<file path="src/hdl/hmtq_pkg.sv">
// Shared types, constants and state codes for the height map triangle height query block.
// No dependencies; the queue, both ends, the top level, the checker and the bench import this package.
package hmtq_pkg;

   localparam int HEIGHT_BITS     = 16;
   localparam int COORD_FRAC_BITS = 8;
   localparam int POS_W           = 16 + COORD_FRAC_BITS;
   localparam int SIZE_W          = 16;
   localparam int DIM_W           = 9;
   localparam int IDX_W           = 12;
   localparam int CSR_IDX_W       = 2;
   localparam int PROD_W          = HEIGHT_BITS + 18;
   localparam int NUM_W           = HEIGHT_BITS + 19;
   localparam int DIV_STEP        = 4;

   localparam logic [CSR_IDX_W-1:0] CSR_CELL_SIZE    = 2'd0;
   localparam logic [CSR_IDX_W-1:0] CSR_GRID_COLUMNS = 2'd1;
   localparam logic [CSR_IDX_W-1:0] CSR_GRID_ROWS    = 2'd2;

   localparam logic [SIZE_W-1:0] CELL_SIZE_RESET = 16'd256;
   localparam logic [DIM_W-1:0]  GRID_DIM_RESET  = 9'd256;

   localparam logic KIND_WRITE = 1'b0;
   localparam logic KIND_QUERY = 1'b1;

   typedef struct packed {
      logic                      kind;
      logic [7:0]                grid_col;
      logic [7:0]                grid_row;
      logic signed [HEIGHT_BITS-1:0] height_in;
      logic signed [POS_W-1:0]   pos_x;
      logic signed [POS_W-1:0]   pos_z;
   } req_type;

   typedef struct packed {
      logic signed [HEIGHT_BITS-1:0] height_out;
      logic                      out_of_range;
   } rsp_type;

   // Entry passed from the front end to the back end.
   typedef struct packed {
      logic                      kind;
      logic                      flag;
      logic                      lower;
      logic [IDX_W-1:0]          col;
      logic [IDX_W-1:0]          row;
      logic [SIZE_W-1:0]         offx;
      logic [SIZE_W-1:0]         offz;
      logic signed [HEIGHT_BITS-1:0] height;
   } qent_type;

   typedef enum logic [1:0] {
      F_IDLE,
      F_DIV,
      F_PUSH
   } front_state_type;

   typedef enum logic [3:0] {
      B_IDLE,
      B_RD1,
      B_RD2,
      B_RD3,
      B_MA,
      B_MB,
      B_MC,
      B_MD,
      B_DIV,
      B_WAIT,
      B_OUT
   } back_state_type;

endpackage

</file>
<file path="src/hdl/hmtq_queue.sv">
// Small flip-flop queue of front-to-back entries.
// Depends on hmtq_pkg.
module hmtq_queue #(
   parameter int DEPTH = 2
) (
   input  logic              clock,
   input  logic              reset,
   input  logic              push,
   input  hmtq_pkg::qent_type wr_data,
   output logic              full,
   input  logic              pop,
   output hmtq_pkg::qent_type rd_data,
   output logic              empty
);
   import hmtq_pkg::*;

   localparam int PW  = $clog2(DEPTH);
   localparam int CNW = $clog2(DEPTH + 1);

   qent_type       mem_ff [DEPTH];
   logic [PW-1:0]  wr_ptr_ff, wr_ptr_in;
   logic [PW-1:0]  rd_ptr_ff, rd_ptr_in;
   logic [CNW-1:0] cnt_ff, cnt_in;

   assign full    = (cnt_ff == CNW'(DEPTH));
   assign empty   = (cnt_ff == '0);
   assign rd_data = mem_ff[rd_ptr_ff];

   always_comb begin
      wr_ptr_in = wr_ptr_ff;
      rd_ptr_in = rd_ptr_ff;
      cnt_in    = cnt_ff;
      if (push) begin
         wr_ptr_in = (wr_ptr_ff == PW'(DEPTH - 1)) ? '0 : wr_ptr_ff + PW'(1);
      end
      if (pop) begin
         rd_ptr_in = (rd_ptr_ff == PW'(DEPTH - 1)) ? '0 : rd_ptr_ff + PW'(1);
      end
      if (push && !pop) begin
         cnt_in = cnt_ff + CNW'(1);
      end else if (pop && !push) begin
         cnt_in = cnt_ff - CNW'(1);
      end
   end

   always_ff @(posedge clock) begin
      if (reset) begin
         wr_ptr_ff <= '0;
         rd_ptr_ff <= '0;
         cnt_ff    <= '0;
      end else begin
         wr_ptr_ff <= wr_ptr_in;
         rd_ptr_ff <= rd_ptr_in;
         cnt_ff    <= cnt_in;
      end
   end

   always_ff @(posedge clock) begin
      if (push) begin
         mem_ff[wr_ptr_ff] <= wr_data;
      end
   end

endmodule

</file>
<file path="config.mk">
export PLATFORM = sky130hd
export DESIGN_NAME = hmtq_queue
export DESIGN_NICKNAME = d
export VERILOG_FILES = /design/src/hdl/hmtq_pkg.sv /design/src/hdl/hmtq_queue.sv
export SDC_FILE = /design/constraint.sdc
export NUM_CORES = 1
export LEC_CHECK = 0
export BUFFER_PORTS_ARGS = -buffer_cell sky130_fd_sc_hd__buf_2
export CORE_MARGIN = 2
export CORE_UTILIZATION = 45
export DETAILED_ROUTE_END_ITERATION = 6
export PLACE_DENSITY = 0.75
export REMOVE_ABC_BUFFERS = 1
export SLEW_MARGIN = 25
export SYNTH_ARGS = -nofsm -noshare
export SYNTH_HDL_FRONTEND = slang
export SYNTH_SLANG_ARGS = --single-unit
export TNS_END_PERCENT = 20
</file>
<file path="constraint.sdc">
create_clock -name clock -period 6.45 [get_ports clock]
set_input_delay 1.29 -clock clock [delete_from_list [all_inputs] [get_ports clock]]
set_output_delay 1.29 -clock clock [all_outputs]
set_load 0.02 [all_outputs]
</file>
==> out/metrics.cfg <==
[grt]
first_global_vias=2954
grt_first_pass_wirelength_mm=14.2
grt_max_degree=76
grt_usage_pct=14.7
grt_overflow=0
antenna_found_initial=1

[cells_and_area]
fraction_of_final_layout_cells_with_drive_strength_greater_than_1_pct=61.1
multiInputGateArea_um2=958
nNetsFinal=504
ff_latch_area_um2=4610
fill_cells=948
layout-area-overhead-vs-synth_pct=28.3

[timing]
timing.slew.headroom_pct=42.7
setup_tns_ps=0
endpoints_failing_hold=0
final_setup_violating_endpoints=0
rsz0062_at_grt=false
final_period_demand_of_the_worst_path_ps=3220
tightestPinTransition_ps=859
final.setup_skew_ps=5.71
upper_clock_frequency_limit_mhz=310
finalCritPeriodShare_pct=50.0
layout_setup_ws_ps=3230
report.final.slew_viol_count=0

[power_and_ir_drop]
cellLeakagePower_nw=2.71
ir_worst_vdd_uv=178
total_power_mw=2.49
cellPowerDensity_nw_per_um2=345

[setup_path]
cp_data_required_time_ps=5160
regToRegStartpoint=wr_ptr_ff
critPathMaxFanout=41
worst-setup-path-type=flop to output port
crit_path_start_kind=flop
capture_point_of_the_worst_reg_to_reg_path=mem_ff[0][41]
arrival_ps=1930
cp-end-kind=output port
r2r.worst_path.cells=2
ff_to_ff_setup_slack_ps=4550

[drt]
vias_per_cell=4.72
drt-wirelength-per-cell_um=16.0
route.detailed.drc=0
route.final.wire_length_mm=9.69
routed-via-count=2859
drt_iter0_markers=169
ant_nets=0
drtPass1Iterations=4

[die]
floorplan.initialDensity_pct=46.5
num_rows=40
die-height_um=116
die_x_um=116
core_area_um2=12100
floorplan.die_area_um2=13400
num_io_pins=156

[yosys]
post_synth_num_cell_types=17
seq_area_frac_synth_pct=81.8
synth_cells=255
postSynthRegisterBits=155
postSynthAreaPerCell_um2=22.1
syn-cell-area_um2=5630
synth-warning-count=0

[clock_network]
tritoncts=yes
postCtsResizedCells=0
ctsHoldBuffers=0
post-cts-setup-buffers=0
clk_pin_slew_worst_paths_ps=60
clock_insertion_delay_worst_skew_ps=410
htree_levels=4
clock_path_buffers=2
cts_buffers=17
ctsRootBufferMaster=clkbuf_16
tritoncts_num_sinks=155

[hold_path]
hp-start=rd_ptr_ff
worst_hold_path_depth=2
hold_path_class=flop to flop

[run]
maxCapViolCount=0

[outcome]
run_status=finished, final reports clean

[placement]
place.gp.congestion=0.659
port-buffer-count=155
place_ws_ps=3430
dp_hpwl_mm=5.95

cell type report:
type,instances,share of cell area (%)
repair buffers,158,11.4
well taps,168,2.91
diodes,1,0.0346
multi-input cells,91,13.3
clock buffers,19,6.13
inverters,1,0.0520
clock inverters,13,2.41
flip-flops and latches,155,63.8
registers in the layout (all words and copies together) (netlist names), named ones only:
register and flops:
mem_ff 150, cnt_ff 2, rd_ptr_ff 1, wr_ptr_ff 1
cell families after synthesis:
group | Yosys count | share of synthesized area, %
AO/OA/AOI/OAI | 2 | 0.178
XOR/XNOR | 4 | 0.622
adder cells (fa/ha/maj) | 1 | 0.222
buffers and inverters | 9 | 1.38
flip-flops | 155 | 81.8
multiplexers | 75 | 15.0
AND/OR/NAND/NOR | 9 | 0.822
synthesized netlist by cell type (all sizes together):
master    n  area, um^2
xnor2     2        17.5
a21oi     1        5.00
ha        1        12.5
inv       1        3.75
buf       8        73.8
edfxtp  150        4500
mux2     75         845
xor2      2        17.5
nor2      5        18.8
or3       1        6.26
dfxtp     5         100
and2b     1        8.76
and2      1        6.26
nor2b     1        6.26
o21ai     1        5.00
metrics by stage:
| step | util (%) | std cells | hold slack, ps | instance area [um^2] |
|---|---|---|---|---|
| 6_report | 59.6 | 606 | 510 | 7220 |
| 2_1_floorplan | - | 247 | 461 | 5560 |
| 3_3_place_gp | 54.2 | 571 | 481 | 6560 |
| 4_1_cts | 59.3 | 603 | 511 | 7180 |
| 3_5_place_dp | 54.2 | 571 | 496 | 6560 |
| 5_1_grt | 59.6 | 605 | 535 | 7220 |
worst max path at each step:
stage / start / to / slack (ps) / cells past startpoint
CTS: flop / rd_data[48] / 3060 / 2
global placement: push / mem_ff[0][25] / 3490 / 3
detailed placement: push / mem_ff[0][25] / 3430 / 3
finish: flop / rd_data[32] / 3230 / 3
floorplan: push / mem_ff[0][0] / 1360 / 1
global route: flop / rd_data[32] / 3120 / 3
critical path: stages (launching register included):
cell and delay [ps]:
dfxtp_4 660, buf_12 310, mux2_2 380, buf_2 160
power breakdown:
| part | internal (mW) | total (mW) | leakage (nW) | switching, mW |
|---|---|---|---|---|
| registers | 1.18 | 1.20 | 1.45 | 0.0231 |
| logic | 0.114 | 0.273 | 0.972 | 0.159 |
| clock network | 0.653 | 1.02 | 0.292 | 0.365 |
metal layers:
metal | share of wire (%) | GRT usage, %
met4 | 1.6 | 8.17
met2 | 49 | 24.0
met1 | 42 | 16.7
met3 | 7.4 | 5.65
met5 | 0 | 0
cell usage in the layout, fill, tap and decap left out, drive strengths merged:
cell	instances
edfxtp	150
and2b	1
xnor2	2
bufinv	4
mux2	75
and2	1
buf	158
o21ai	1
dfxtp	5
diode	1
nor2b	1
or3	1
clkbuf	19
inv	1
xor2	2
nor2	5
clkinv	5
clkinvlp	4
a21oi	1
ha	1
No activity file was read; power rests on OpenSTA's default activity.
