$ cat config.mk
export PLATFORM = sky130hd
export DESIGN_NAME = hmtq_front
export DESIGN_NICKNAME = d
export VERILOG_FILES = /design/src/hdl/hmtq_pkg.sv /design/src/hdl/hmtq_div.sv /design/src/hdl/hmtq_front.sv
export SDC_FILE = /design/constraint.sdc
export NUM_CORES = 1
export LEC_CHECK = 0
export BUFFER_PORTS_ARGS = -buffer_cell sky130_fd_sc_hd__buf_2
export CORE_MARGIN = 2
export CORE_UTILIZATION = 65
export CTS_CLUSTER_SIZE = 30
export DETAILED_ROUTE_END_ITERATION = 6
export GPL_TIMING_DRIVEN = 0
export PLACE_DENSITY = 0.88
export SLEW_MARGIN = 20
export SYNTH_ARGS = -nofsm -noshare
export SYNTH_HDL_FRONTEND = slang
export SYNTH_SLANG_ARGS = --single-unit
$ cat constraint.sdc
create_clock -name clock -period 19.49 [get_ports clock]
set_input_delay 3.898 -clock clock [delete_from_list [all_inputs] [get_ports clock]]
set_output_delay 3.898 -clock clock [all_outputs]
set_load 0.02 [all_outputs]
$ cat src/hdl/hmtq_pkg.sv
// Shared types, constants and state codes for the height map triangle height query block.
// No dependencies; the queue, both ends, the top level, the checker and the bench import this package.
package hmtq_pkg;

   localparam int HEIGHT_BITS     = 16;
   localparam int COORD_FRAC_BITS = 8;
   localparam int POS_W           = 16 + COORD_FRAC_BITS;
   localparam int SIZE_W          = 16;
   localparam int DIM_W           = 9;
   localparam int IDX_W           = 12;
   localparam int CSR_IDX_W       = 2;
   localparam int PROD_W          = HEIGHT_BITS + 18;
   localparam int NUM_W           = HEIGHT_BITS + 19;
   localparam int DIV_STEP        = 4;

   localparam logic [CSR_IDX_W-1:0] CSR_CELL_SIZE    = 2'd0;
   localparam logic [CSR_IDX_W-1:0] CSR_GRID_COLUMNS = 2'd1;
   localparam logic [CSR_IDX_W-1:0] CSR_GRID_ROWS    = 2'd2;

   localparam logic [SIZE_W-1:0] CELL_SIZE_RESET = 16'd256;
   localparam logic [DIM_W-1:0]  GRID_DIM_RESET  = 9'd256;

   localparam logic KIND_WRITE = 1'b0;
   localparam logic KIND_QUERY = 1'b1;

   typedef struct packed {
      logic                      kind;
      logic [7:0]                grid_col;
      logic [7:0]                grid_row;
      logic signed [HEIGHT_BITS-1:0] height_in;
      logic signed [POS_W-1:0]   pos_x;
      logic signed [POS_W-1:0]   pos_z;
   } req_type;

   typedef struct packed {
      logic signed [HEIGHT_BITS-1:0] height_out;
      logic                      out_of_range;
   } rsp_type;

   // Entry passed from the front end to the back end.
   typedef struct packed {
      logic                      kind;
      logic                      flag;
      logic                      lower;
      logic [IDX_W-1:0]          col;
      logic [IDX_W-1:0]          row;
      logic [SIZE_W-1:0]         offx;
      logic [SIZE_W-1:0]         offz;
      logic signed [HEIGHT_BITS-1:0] height;
   } qent_type;

   typedef enum logic [1:0] {
      F_IDLE,
      F_DIV,
      F_PUSH
   } front_state_type;

   typedef enum logic [3:0] {
      B_IDLE,
      B_RD1,
      B_RD2,
      B_RD3,
      B_MA,
      B_MB,
      B_MC,
      B_MD,
      B_DIV,
      B_WAIT,
      B_OUT
   } back_state_type;

endpackage

$ cat src/hdl/hmtq_div.sv
// Iterative unsigned divider, STEP quotient bits per cycle.
// No dependencies.
module hmtq_div #(
   parameter int DW   = 24,
   parameter int VW   = 16,
   parameter int STEP = 4
) (
   input  logic          clock,
   input  logic          reset,
   input  logic          start,
   input  logic [DW-1:0] dividend,
   input  logic [VW-1:0] divisor,
   output logic          done,
   output logic [DW-1:0] quotient,
   output logic [VW-1:0] remainder
);

   localparam int NSTEP = (DW + STEP - 1) / STEP;
   localparam int PW    = NSTEP * STEP;
   localparam int CW    = $clog2(NSTEP + 1);

   logic          busy_ff, busy_in;
   logic          done_ff, done_in;
   logic [CW-1:0] cnt_ff, cnt_in;
   logic [VW-1:0] div_ff, div_in;
   logic [VW-1:0] rem_ff, rem_in;
   logic [PW-1:0] quo_ff, quo_in;
   logic [VW:0]   r;
   logic [PW-1:0] q;

   // Restoring division, several bits per cycle.
   always_comb begin
      r = {1'b0, rem_ff};
      q = quo_ff;
      for (int i = 0; i < STEP; i++) begin
         r = {r[VW-1:0], q[PW-1]};
         q = {q[PW-2:0], 1'b0};
         if (r >= {1'b0, div_ff}) begin
            r    = r - {1'b0, div_ff};
            q[0] = 1'b1;
         end
      end
   end

   always_comb begin
      busy_in = busy_ff;
      done_in = 1'b0;
      cnt_in  = cnt_ff;
      div_in  = div_ff;
      rem_in  = rem_ff;
      quo_in  = quo_ff;
      if (start) begin
         busy_in = 1'b1;
         cnt_in  = CW'(NSTEP);
         div_in  = divisor;
         rem_in  = '0;
         quo_in  = PW'(dividend);
      end else if (busy_ff) begin
         rem_in = r[VW-1:0];
         quo_in = q;
         cnt_in = cnt_ff - CW'(1);
         if (cnt_ff == CW'(1)) begin
            busy_in = 1'b0;
            done_in = 1'b1;
         end
      end
   end

   always_ff @(posedge clock) begin
      if (reset) begin
         busy_ff <= 1'b0;
         done_ff <= 1'b0;
         cnt_ff  <= '0;
      end else begin
         busy_ff <= busy_in;
         done_ff <= done_in;
         cnt_ff  <= cnt_in;
      end
   end

   always_ff @(posedge clock) begin
      div_ff <= div_in;
      rem_ff <= rem_in;
      quo_ff <= quo_in;
   end

   assign done      = done_ff;
   assign quotient  = quo_ff[DW-1:0];
   assign remainder = rem_ff;

endmodule

$ cat src/hdl/hmtq_front.sv
// Front end: accepts items, splits query coordinates into cell and offset.
// Depends on hmtq_pkg and hmtq_div.
module hmtq_front #(
   parameter int MAX_COLS = 256,
   parameter int MAX_ROWS = 256
) (
   input  logic                         clock,
   input  logic                         reset,
   input  logic                         req_push,
   output logic                         req_full,
   input  hmtq_pkg::req_type            req_data,
   input  logic [hmtq_pkg::SIZE_W-1:0]  cell_size,
   input  logic [hmtq_pkg::DIM_W-1:0]   grid_columns,
   input  logic [hmtq_pkg::DIM_W-1:0]   grid_rows,
   output logic                         q_push,
   output hmtq_pkg::qent_type           q_data,
   input  logic                         q_full
);
   import hmtq_pkg::*;

   front_state_type state_ff, state_in;

   logic              accept;
   logic              special;
   logic              div_start;
   logic              done_x;
   logic signed [POS_W:0] zn_full;
   logic [POS_W-1:0]  quo_x, quo_z;
   logic [SIZE_W-1:0] rem_x, rem_z;
   logic [POS_W:0]    col_p1, row_p1;
   logic              oob;
   logic              lower;

   assign req_full = (state_ff != F_IDLE) || q_full;
   assign accept   = req_push && !req_full;
   assign zn_full  = -$signed({req_data.pos_z[POS_W-1], req_data.pos_z});
   assign special  = (cell_size == '0) || req_data.pos_x[POS_W-1] || zn_full[POS_W];

   hmtq_div #(.DW(POS_W), .VW(SIZE_W), .STEP(DIV_STEP)) u_div_x (
      .clock     (clock),
      .reset     (reset),
      .start     (div_start),
      .dividend  (req_data.pos_x),
      .divisor   (cell_size),
      .done      (done_x),
      .quotient  (quo_x),
      .remainder (rem_x)
   );

   hmtq_div #(.DW(POS_W), .VW(SIZE_W), .STEP(DIV_STEP)) u_div_z (
      .clock     (clock),
      .reset     (reset),
      .start     (div_start),
      .dividend  (zn_full[POS_W-1:0]),
      .divisor   (cell_size),
      .done      (),
      .quotient  (quo_z),
      .remainder (rem_z)
   );

   assign col_p1 = {1'b0, quo_x} + (POS_W + 1)'(1);
   assign row_p1 = {1'b0, quo_z} + (POS_W + 1)'(1);
   assign oob    = (col_p1 >= (POS_W + 1)'(grid_columns)) ||
                   (row_p1 >= (POS_W + 1)'(grid_rows)) ||
                   (col_p1 >= (POS_W + 1)'(MAX_COLS)) ||
                   (row_p1 >= (POS_W + 1)'(MAX_ROWS));
   assign lower  = ({1'b0, rem_x} + {1'b0, rem_z}) <= {1'b0, cell_size};

   always_comb begin
      state_in = state_ff;
      case (state_ff)
         F_IDLE: begin
            if (accept && (req_data.kind == KIND_QUERY) && !special) begin
               state_in = F_DIV;
            end
         end
         F_DIV: begin
            if (done_x) begin
               state_in = F_PUSH;
            end
         end
         F_PUSH: begin
            if (!q_full) begin
               state_in = F_IDLE;
            end
         end
         default: state_in = F_IDLE;
      endcase
   end

   always_comb begin
      q_push    = 1'b0;
      q_data    = '0;
      div_start = 1'b0;
      case (state_ff)
         F_IDLE: begin
            if (accept && (req_data.kind == KIND_WRITE)) begin
               q_data.kind   = KIND_WRITE;
               q_data.col    = IDX_W'(req_data.grid_col);
               q_data.row    = IDX_W'(req_data.grid_row);
               q_data.height = req_data.height_in;
               q_push = (32'(req_data.grid_col) < MAX_COLS) &&
                        (32'(req_data.grid_row) < MAX_ROWS);
            end else if (accept) begin
               q_data.kind = KIND_QUERY;
               q_data.flag = 1'b1;
               q_push      = special;
               div_start   = !special;
            end
         end
         F_PUSH: begin
            q_push       = !q_full;
            q_data.kind  = KIND_QUERY;
            q_data.flag  = oob;
            q_data.lower = lower;
            q_data.col   = quo_x[IDX_W-1:0];
            q_data.row   = quo_z[IDX_W-1:0];
            q_data.offx  = rem_x;
            q_data.offz  = rem_z;
         end
         default: begin
            q_push = 1'b0;
         end
      endcase
   end

   always_ff @(posedge clock) begin
      if (reset) begin
         state_ff <= F_IDLE;
      end else begin
         state_ff <= state_in;
      end
   end

endmodule

==> flow_summary.ini <==
[logic_synthesis]
ys_top_cells_by_count = 193 x nand2_1, 187 x ha_1, 144 x nor2_1, 126 x a21oi_1, 110 x o21ai_0
ys.flop_type = edfxtp_1
yosys.area.top_type = ha_1
ys.warnings.count = 0
avgSynthCellArea_um2 = 7.93
synth_edf_count = 64
synth-xor-area-share = 0.0876
syn_inst = 1855
synthTopCellsByArea = ha_1 16%, edfxtp_1 13%, dfxtp_1 5.9%
synth_cell_types = 85
synth.top_cell.area_share = 0.159
synth-compound-area-share = 0.227
synth_most_common_cell = nand2_1
synth-adder-area-share = 0.171
syn_area_um2 = 14700
synth_fp_nets = 2170
synth-simple-area-share = 0.218
async_flop_share = 0
ys_seq_elements = 107
yosysSeqAreaShare = 0.189
synthMuxAreaShare = 0.0637
synth_top_family_by_area = compound AO/OA/AOI/OAI gates

[critical_path]
crit_slowest_cell = inv_1
cp.arrival_ns = 13.34
cp_data_required_time_ns = 19.71
max_stage_delay_ns = 0.68
start_kind = register
end_kind = register
critPathKind = reg2reg
path_max_fanout = 12

[timing]
setup_viol = 0
setup_tns_ns = 0
clock.fmax_mhz = 76.2
final-hold-violation-count = 0
post-route-period-util = 0.673
final_max_slew_viol_count = 0
period_needed_ns = 13.13
slew_headroom = 0.445
whs_ns = 0.532
worst_pin_slew_ns = 0.832
rsz0062_at_grt = no
clock_skew_ns = 0.00916

[die]
start_util = 0.655
die_h_um = 154
io-pin-count = 196
design.die.area_um2 = 23800
die_w_um = 154
num_rows = 55
core_um2 = 22400

[global_routing]
track_usage = 0.399
grt_use_met1 = 0.498
antenna_found_initial = 1
grt_start_max_net_pins = 26
use_met3 = 0.0726
busiest_layer = met2
grt_pass1_vias = 14377
overflow = 0
grt.met2_usage = 0.656
grt_pass1_wl_um = 75300

[detailed_routing]
drt_iter0_drc = 1437
via_per_inst = 6.56
antenna_left = 0
num_vias = 15445
drc = 0
first_pass_iters = 7
wirelength_um = 49200
avgRoutedWirePerCell_um = 20.9

[cts]
cts_hold_buf = 0
cts.sinks = 107
numCtsBuffers = 9
clkTransAtPathRegs_ns = 0.08
cts_root_buffer = clkbuf_16
post_cts_resized = 0
clk_path_buf_depth = 2
cts_tree = built
clk_latency_ns = 0.36
postCtsSetupRepairBufs = 0
cts-htree-levels = 3

[cells_and_area]
drive_gt1_frac = 0.149
multi_input_area_um2 = 11300
layout.nets = 2376
seq_area_um2 = 2780
syn2layout_area_growth_pct = 11.2
fillers = 1754
final_cells = 2353
finish.utilization = 0.729

[min_path]
hp-class = reg2reg

[place]
port_buffers = 195
placedCellCount = 2335
gp_congestion = 1.08
hpwl_um = 39000

[status]
outcome = finished, final reports clean

[run]
maxCapViolations = 0
[layout by cell type, fill, tap and decap left out, types with 28 or more instances in the layout]
cell type | netlist | layout
xor2_1 | 49 | 49
nand2b_1 | 30 | 28
nand4_1 | 37 | 37
dfxtp_1 | 43 | 43
and2_1 | 60 | 60
xnor2_1 | 98 | 98
nor2_1 | 144 | 144
a211oi_1 | 30 | 30
o21ai_0 | 110 | 110
clkbuf_1 | 42 | 41
buf_2 | 9 | 204
edfxtp_1 | 64 | 64
ha_1 | 187 | 187
inv_1 | 107 | 107
a21oi_1 | 126 | 126
o21a_1 | 43 | 43
mux2_2 | 52 | 52
nand2_1 | 193 | 193
a21o_1 | 40 | 40
nand3_1 | 46 | 46
nor3_1 | 42 | 42
[critical path, delay by kind of cell, from the launching register on]
| family | cells | cell delay (ns) |
|---|---|---|
| AO/OA/AOI/OAI | 20 | 6.08 |
| buffers and inverters | 8 | 2.26 |
| multiplexers | 5 | 1.55 |
| adder cells (fa/ha/maj) | 4 | 1.23 |
| AND/OR/NAND/NOR | 8 | 1.18 |
| flip-flops | 1 | 0.62 |
[layer usage]
metal / part of all wire / wire (um)
met2: 0.44 / 21900
met5: 0 / 0
met1: 0.39 / 19000
met3: 0.11 / 5300
met4: 0.061 / 3010
[logic make-up (layout without fill, tap and decap cells)]
family	Yosys count	count (layout)
simple gates	659	659
compound gates	498	498
fa+ha+maj	196	196
buf+inv	163	374
xor+xnor	147	147
flops	107	107
mux	85	85
other cells	0	2
[state kept, by name, summed over array words and instances, names as in the netlist, 2 cells and up]
register / flops
state_ff: 2
u_div_x.cnt_ff: 3
u_div_x.quotient: 24
u_div_z.cnt_ff: 3
u_div_z.remainder: 16
u_div_x.remainder: 16
u_div_z.quotient: 24
u_div_x.div_ff: 16
[path summary, 6_finish.rpt]
path,startpoint,to,slack (ns),cells past startpoint
max reg2reg,u_div_x.div_ff[1]$_DFFE_PP_,u_div_x.remainder[2]$_SDFFE_PP0P_,6.36,45
max,u_div_x.div_ff[1]$_DFFE_PP_,u_div_x.remainder[2]$_SDFFE_PP0P_,6.36,45
min reg2reg,u_div_x.done$_SDFF_PP0_,state_ff[0]$_SDFFE_PP0P_,0.53,2
min,u_div_x.done$_SDFF_PP0_,state_ff[0]$_SDFFE_PP0P_,0.53,2
[cell type report]
class | instances | area share
inverter | 107 | 0.0246
sequential | 107 | 0.170
clock buffer | 10 | 0.0153
multi-input combinational | 1585 | 0.690
clock inverter | 6 | 0.00367
antenna | 2 | 0.000306
timing repair buffer | 195 | 0.0597
buffer | 56 | 0.0145
tap | 285 | 0.0218
[per-stage QoR]
| step | area, um^2 | setup slack (ns) |
|---|---|---|
| 4_1_cts | 16300 | 6.61 |
| 2_1_floorplan | 14700 | 9.23 |
| 5_1_grt | 16400 | 5.62 |
| 6_report | 16400 | 6.36 |
| 3_3_place_gp | 16000 | 6.87 |
| 3_5_place_dp | 16000 | 6.68 |
Power is left out: the tool's default activity adds up to more than one toggle a clock period on the data nets, which glitch-free logic cannot reach.
